$ cat src/hdl/fpe_pkg.sv
package fpe_pkg;

    localparam int INT_W              = 11;
    localparam int FRAC_W             = 20;
    localparam int REG_W              = 8;
    localparam int SCALE_SH           = 7;
    localparam int DVD_W              = FRAC_W + SCALE_SH;
    localparam int P1_W               = 18;
    localparam int DEF_BITS_PER_STAGE = 3;

    localparam logic [P1_W-1:0] P1_OFFSET = P1_W'(512);

    typedef struct packed {
        logic [INT_W-1:0]  ratio_integer;
        logic [FRAC_W-1:0] ratio_numerator;
        logic [FRAC_W-1:0] ratio_denominator;
        logic [REG_W-1:0]  first_register;
    } t_in;

    typedef struct packed {
        logic [7:0] start_register;
        logic [7:0] p3_mid_byte;
        logic [7:0] p3_low_byte;
        logic [1:0] p1_top_bits;
        logic [7:0] p1_mid_byte;
        logic [7:0] p1_low_byte;
        logic [7:0] shared_high_nibbles;
        logic [7:0] p2_mid_byte;
        logic [7:0] p2_low_byte;
        logic       divide_error;
    } t_out;

    // divider pipeline payload
    typedef struct packed {
        logic [INT_W-1:0]  int_part;
        logic [FRAC_W-1:0] num;
        logic [FRAC_W-1:0] den;
        logic [REG_W-1:0]  reg_num;
        logic [FRAC_W-1:0] rem;
        logic [DVD_W-1:0]  quo;
    } t_div;

endpackage

$ cat src/hdl/fpe_div_stage.sv
module fpe_div_stage #(
    parameter int P_MSB  = fpe_pkg::DVD_W - 1,
    parameter int P_BITS = fpe_pkg::DEF_BITS_PER_STAGE
) (
    input  logic          i_clk,
    input  logic          i_rst_n,
    input  logic          i_valid,
    input  fpe_pkg::t_div i_d,
    output logic          o_valid,
    output fpe_pkg::t_div o_d
);

    logic [fpe_pkg::DVD_W-1:0]  dvd;
    logic [fpe_pkg::FRAC_W-1:0] rem_c [P_BITS+1];
    logic [fpe_pkg::DVD_W-1:0]  quo_c [P_BITS+1];
    fpe_pkg::t_div              n_d;
    fpe_pkg::t_div              r_d;
    logic                       r_valid;

    assign dvd      = {i_d.num, fpe_pkg::SCALE_SH'(0)};
    assign rem_c[0] = i_d.rem;
    assign quo_c[0] = i_d.quo;

    // restoring division, one quotient bit per step
    for (genvar j = 0; j < P_BITS; j++) begin : g_step
        localparam int L_IDX = P_MSB - j;
        if (L_IDX >= 0) begin : g_bit
            localparam logic [fpe_pkg::DVD_W-1:0] L_MASK = fpe_pkg::DVD_W'(1) << L_IDX;
            logic [fpe_pkg::FRAC_W:0] trial;
            logic [fpe_pkg::FRAC_W:0] diff;
            logic                     fits;
            assign trial        = {rem_c[j], dvd[L_IDX]};
            assign diff         = trial - {1'b0, i_d.den};
            assign fits         = trial >= {1'b0, i_d.den};
            assign rem_c[j+1]   = fits ? diff[fpe_pkg::FRAC_W-1:0]
                                       : trial[fpe_pkg::FRAC_W-1:0];
            assign quo_c[j+1]   = fits ? (quo_c[j] | L_MASK) : quo_c[j];
        end else begin : g_pad
            assign rem_c[j+1] = rem_c[j];
            assign quo_c[j+1] = quo_c[j];
        end
    end

    always_comb begin
        n_d     = i_d;
        n_d.rem = rem_c[P_BITS];
        n_d.quo = quo_c[P_BITS];
    end

    always_ff @(posedge i_clk) begin
        if (!i_rst_n) begin
            r_valid <= 1'b0;
        end else begin
            r_valid <= i_valid;
        end
        r_d <= n_d;
    end

    assign o_valid = r_valid;
    assign o_d     = r_d;

endmodule

$ cat src/hdl/fpe_pack.sv
module fpe_pack (
    input  logic          i_clk,
    input  logic          i_rst_n,
    input  logic          i_valid,
    input  fpe_pkg::t_div i_d,
    output logic          o_valid,
    output fpe_pkg::t_out o_result
);

    logic [fpe_pkg::P1_W-1:0]   p1;
    logic [fpe_pkg::FRAC_W-1:0] p2;
    logic [fpe_pkg::FRAC_W-1:0] p3;
    logic                       err;
    fpe_pkg::t_out              n_out;
    fpe_pkg::t_out              r_out;
    logic                       r_valid;

    assign err = (i_d.den == '0);
    assign p2  = i_d.rem;
    assign p3  = i_d.den;
    assign p1  = {i_d.int_part, fpe_pkg::SCALE_SH'(0)}
                 + i_d.quo[fpe_pkg::P1_W-1:0] - fpe_pkg::P1_OFFSET;

    always_comb begin
        n_out                = '0;
        n_out.start_register = i_d.reg_num;
        n_out.divide_error   = err;
        if (!err) begin
            n_out.p3_mid_byte         = p3[15:8];
            n_out.p3_low_byte         = p3[7:0];
            n_out.p1_top_bits         = p1[17:16];
            n_out.p1_mid_byte         = p1[15:8];
            n_out.p1_low_byte         = p1[7:0];
            n_out.shared_high_nibbles = {p3[19:16], p2[19:16]};
            n_out.p2_mid_byte         = p2[15:8];
            n_out.p2_low_byte         = p2[7:0];
        end
    end

    always_ff @(posedge i_clk) begin
        if (!i_rst_n) begin
            r_valid <= 1'b0;
        end else begin
            r_valid <= i_valid;
        end
        r_out <= n_out;
    end

    assign o_valid  = r_valid;
    assign o_result = r_out;

endmodule

$ cat src/hdl/fractional_pll_param_encoder.sv
// an accepted beat passes through the registered divider stages and then the fpe_pack
// output register, which raises o_done together with the result
// throughput: one beat per cycle, busy is never raised; the pipeline depth is set by
// the 27-bit restoring divider, P_BITS_PER_STAGE compare-subtract steps per stage
// reset: synchronous active low, clears all stage valid bits; o_done stays low after it
module fractional_pll_param_encoder #(
    parameter int P_BITS_PER_STAGE = fpe_pkg::DEF_BITS_PER_STAGE
) (
    input  logic          i_clk,
    input  logic          i_rst_n,
    input  logic          start,
    output logic          busy,
    input  fpe_pkg::t_in  i_item,
    output logic          o_done,
    output fpe_pkg::t_out o_result
);

    localparam int L_NSTG    = (fpe_pkg::DVD_W + P_BITS_PER_STAGE - 1) / P_BITS_PER_STAGE;
    localparam int L_LATENCY = L_NSTG + 1;

    logic          stage_v [L_NSTG+1];
    fpe_pkg::t_div stage_d [L_NSTG+1];
    fpe_pkg::t_div in_d;

    assign busy = 1'b0;

    always_comb begin
        in_d          = '0;
        in_d.int_part = i_item.ratio_integer;
        in_d.num      = i_item.ratio_numerator;
        in_d.den      = i_item.ratio_denominator;
        in_d.reg_num  = i_item.first_register;
    end

    assign stage_v[0] = start && !busy;
    assign stage_d[0] = in_d;

    for (genvar s = 0; s < L_NSTG; s++) begin : g_stage
        fpe_div_stage #(
            .P_MSB  (fpe_pkg::DVD_W - 1 - s * P_BITS_PER_STAGE),
            .P_BITS (P_BITS_PER_STAGE)
        ) u_stage (
            .i_clk   (i_clk),
            .i_rst_n (i_rst_n),
            .i_valid (stage_v[s]),
            .i_d     (stage_d[s]),
            .o_valid (stage_v[s+1]),
            .o_d     (stage_d[s+1])
        );
    end

    fpe_pack u_pack (
        .i_clk    (i_clk),
        .i_rst_n  (i_rst_n),
        .i_valid  (stage_v[L_NSTG]),
        .i_d      (stage_d[L_NSTG]),
        .o_valid  (o_done),
        .o_result (o_result)
    );

    a_latency : assert property (@(posedge i_clk) disable iff (!i_rst_n)
        (start && !busy) |-> ##L_LATENCY o_done)
        else $error("result beat missing after accepted beat");

    a_err_zero : assert property (@(posedge i_clk) disable iff (!i_rst_n)
        (o_done && o_result.divide_error) |->
            (o_result.p3_mid_byte == 8'h00 && o_result.p3_low_byte == 8'h00 &&
             o_result.p1_top_bits == 2'b00 && o_result.p1_mid_byte == 8'h00 &&
             o_result.p1_low_byte == 8'h00 && o_result.shared_high_nibbles == 8'h00 &&
             o_result.p2_mid_byte == 8'h00 && o_result.p2_low_byte == 8'h00))
        else $error("parameter bytes not cleared on divide error");

    a_p3_nonzero : assert property (@(posedge i_clk) disable iff (!i_rst_n)
        (o_done && !o_result.divide_error) |->
            (o_result.p3_mid_byte != 8'h00 || o_result.p3_low_byte != 8'h00 ||
             o_result.shared_high_nibbles[7:4] != 4'h0))
        else $error("zero denominator without divide error");

endmodule

$ cat config.mk
export PLATFORM = sky130hd
export DESIGN_NAME = fractional_pll_param_encoder
export DESIGN_NICKNAME = d
export VERILOG_FILES = /design/src/hdl/fpe_pkg.sv /design/src/hdl/fpe_div_stage.sv /design/src/hdl/fpe_pack.sv /design/src/hdl/fractional_pll_param_encoder.sv
export SDC_FILE = /design/constraint.sdc
export NUM_CORES = 2
export LEC_CHECK = 0
export BUFFER_PORTS_ARGS = -buffer_cell sky130_fd_sc_hd__clkbuf_2
export CAP_MARGIN = 20
export CORE_MARGIN = 2
export CORE_UTILIZATION = 53
export CTS_CLUSTER_DIAMETER = 40
export DETAILED_ROUTE_END_ITERATION = 10
export PLACE_DENSITY_LB_ADDON = 0.3
export SLEW_MARGIN = 10
export SYNTH_ARGS = -nofsm -noshare
export SYNTH_HDL_FRONTEND = slang
export SYNTH_SLANG_ARGS = --single-unit
export TNS_END_PERCENT = 30
$ cat constraint.sdc
create_clock -name i_clk -period 17.1 [get_ports i_clk]
set_input_delay 0 -clock i_clk [delete_from_list [all_inputs] [get_ports i_clk]]
set_output_delay 0 -clock i_clk [all_outputs]
set_load 0.01 [all_outputs]
==> results by group <==
Yosys
  – Ys flop type: dfxtp_1
  – Synth warnings: 0
  – Commonest cells post-synth: 728 x dfxtp_1, 537 x ha_1, 414 x a21oi_1
  – Cells after Synth: 5,076
  – Yosys top cell area share: 31.82%
  – Asr flop ratio synth: 0%
  – Cell Area, Synth: 0.04580 mm²
  – Yosys cell types: 97
  – Post-Syn Nets: 5,698
  – Top post-synthesis cells by area: dfxtp_1 32%, ha_1 15%, xnor2_1 5.5%
  – Number of synthesized flops with an enable pin: 0
  – Top-count cell post-synth: dfxtp_1
  – Sequential share of the synthesized area: 31.82%
  – Syn Area/Cell: 9.023 µm²
  – Flops & latches, synth: 728
  – Cell taking the most area after synthesis: dfxtp_1

Worst setup path
  – Crit path to: g_stage[7].u_stage.o_d[41]
  – Worst EP arrival: 10,250 ps
  – Worst path most repeated cell: a21oi_1
  – R2R Setup Slk: 7400 ps
  – Worst setup SP type: flop
  – Crit end category: flop
  – CP max stage cell: nand2_1
  – Peak fanout along the critical path: 23
  – Launch point of the worst reg-to-reg path: g_stage[6].u_stage.o_d[56]
  – CP required: 17,650 ps
  – Worst R2R End: g_stage[7].u_stage.o_d[41]
  – Crit path kind: reg -> reg
  – R2R cell count: 35
  – Crit. Startpoint: g_stage[6].u_stage.o_d[56]
  – Slowest stage delay, CP: 680 ps

Timing
  – Final hold viol count: 0
  – Final number of setup-violating endpoints: 0
  – Setup TNS: 0 ps
  – Final Max Tran Viols: 0
  – Worst Max-Slew Pin Slew: 997.7 ps
  – Clk_skew: 34.02 ps
  – Tmin final: 9702 ps
  – RSZ-0062 raised after global routing: no
  – Fmax: 103.1 MHz
  – Worst slew margin: 33.33%
  – Period Utilization, post-route: 56.74%

Routing
  – Via/cell ratio: 5.660
  – Drt pass-1 iters: 6
  – Remaining DRCs: 0
  – WL per Instance: 17.94 µm
  – Detailed Route WL: 117,700 µm
  – Number of DRC violations after detailed-routing iteration 0: 2,216
  – Post-DRT Antenna Nets: 0
  – Via count: 37,120

Place
  – GPL Wtd Cong: 0.9702
  – IO Port Bufs: 129
  – DP Wirelength: 93,760 µm
  – Placed Instance Area: 0.04762 mm²

Die
  – Row count: 107
  – Initial Util: 53.62%
  – Core ar.: 0.08541 mm²
  – Ports: 131
  – Die ar.: 0.08878 mm²
  – Die extent in y: 298.0 µm
  – Die W: 298.0 µm

Clock tree
  – H-Tree Depth: 3
  – Post-CTS Setup Bufs: 0
  – TritonCTS Sinks: 728
  – Root Driver: clkbuf_16
  – Max clock buf depth: 3
  – CTS tree: done
  – PostCTS Resize Cnt: 0
  – Clk_lat worst skew: 690 ps
  – Reg clk slew, reported paths: 60 ps
  – TritonCTS Buffers: 100

Layout
  – Nets: 5,953
  – Design area: 0.05226 mm²
  – Area Overhead vs Synth: 14.10%
  – Layout Utilization: 61.18%
  – Filler instances: 7,447
  – Fraction of layout cells with a size suffix above 1: 11.03%

Flow run
  – Max cap viols: 0

Global route
  – Global-route wire length before repair: 186,800 µm
  – Initial antenna violation count: 3
  – Vias in the first global route: 35,720
  – GRT Util Overall: 25.93%
  – Pin count of the biggest net entering global routing: 40
  – GRT overflow: 0

Hold path
  – Hold Path Class: in -> reg

Run status
  – Status: complete, no violations
## critical path, delay by kind of cell (launching register included)
family	cells	cell delay, ps
flops	1	450
buf+inv	3	840
mux	4	1420
compound gates	20	4320
fa+ha+maj	3	1020
simple gates	5	1480
## metrics by stage
| stage | setup WS (ps) | hold WS, ps | std cells |
|---|---|---|---|
| finish | 7398 | 45.53 | 6559 |
| global route | 6619 | 30.83 | 6558 |
| CTS | 7328 | 9.167 | 6555 |
| detailed placement | 7371 | 103.9 | 6263 |
| global placement | 7462 | 102.8 | 6262 |
| floorplan | 8972 | 27.72 | 5076 |
## how the worst min path moves through the flow
stage | start | to | slack (ps) | cells after the start
after global routing | i_item[27] | g_stage[0].u_stage.o_d[74] | 30 | 2
after global placement | i_item[54] | g_stage[0].u_stage.o_d[101] | 100 | 1
after CTS | i_item[12] | g_stage[0].u_stage.o_d[59] | 9 | 2
after floorplan | i_item[53] | g_stage[0].u_stage.o_d[100] | 30 | 0
final | i_item[27] | g_stage[0].u_stage.o_d[74] | 50 | 2
after detailed placement | i_item[56] | g_stage[0].u_stage.o_d[103] | 100 | 1
## what timing repair did
action	CTS	global route
endpoints found under the hold margin	71	0
hold buffers	107	0
endpoints found under the setup margin	0	0
## flip-flops by register name (all words and copies together) (netlist names)
signal                   flops
g_stage.u_stage.o_d        651
g_stage.u_stage.o_valid      9
u_pack.o_result             67
u_pack.o_valid               1
## cells by family after synthesis
group / after synthesis / share of synthesized area, %
buffers and inverters: 483 / 4.065
adder cells (fa/ha/maj): 560 / 15.68
other: 1 / 0.008188
AND/OR/NAND/NOR: 1204 / 12.86
multiplexers: 349 / 8.619
AO/OA/AOI/OAI: 1332 / 18.94
XOR/XNOR: 419 / 8.013
flip-flops: 728 / 31.82
## area by class of cell
type	count	area [µm²]	area share, %
diodes	1	2.502	0.004788
flip-flops and latches	728	14570	27.89
inverters	382	1434	2.744
well taps	1144	1431	2.739
multi-input cells	3865	29410	56.28
repair buffers	254	1884	3.606
clock inverters	67	862.1	1.650
clock buffers	118	2660	5.090
## routing by layer
layer | global-route usage, % | vias to the layer above | share of wire, %
met4 | 10.72 | 2 | 4.2
met1 | 32.11 | 17190 | 43
met2 | 45.12 | 972 | 48
met5 | 0 | - | 0.012
met3 | 3.551 | 268 | 4.7
li1 | - | 18700 | -
## placed cells by master (no fill, tap or decap), types with 88 or more instances in the layout
cell type and count:
ha_1 537, mux2_2 192, mux2_1 91, nor2_1 364
nor2b_1 88, clkbuf_16 100, inv_1 374, dfxtp_1 728
a21o_1 204, xor2_1 133, a21oi_1 414, clkbuf_2 129
nor3_1 93, nand2_1 243, dlygate4sd3_1 107, o21ai_0 205
xnor2_1 286
Power is left out: the tool's default activity adds up to more than one toggle a clock period on the data nets, which glitch-free logic cannot reach.
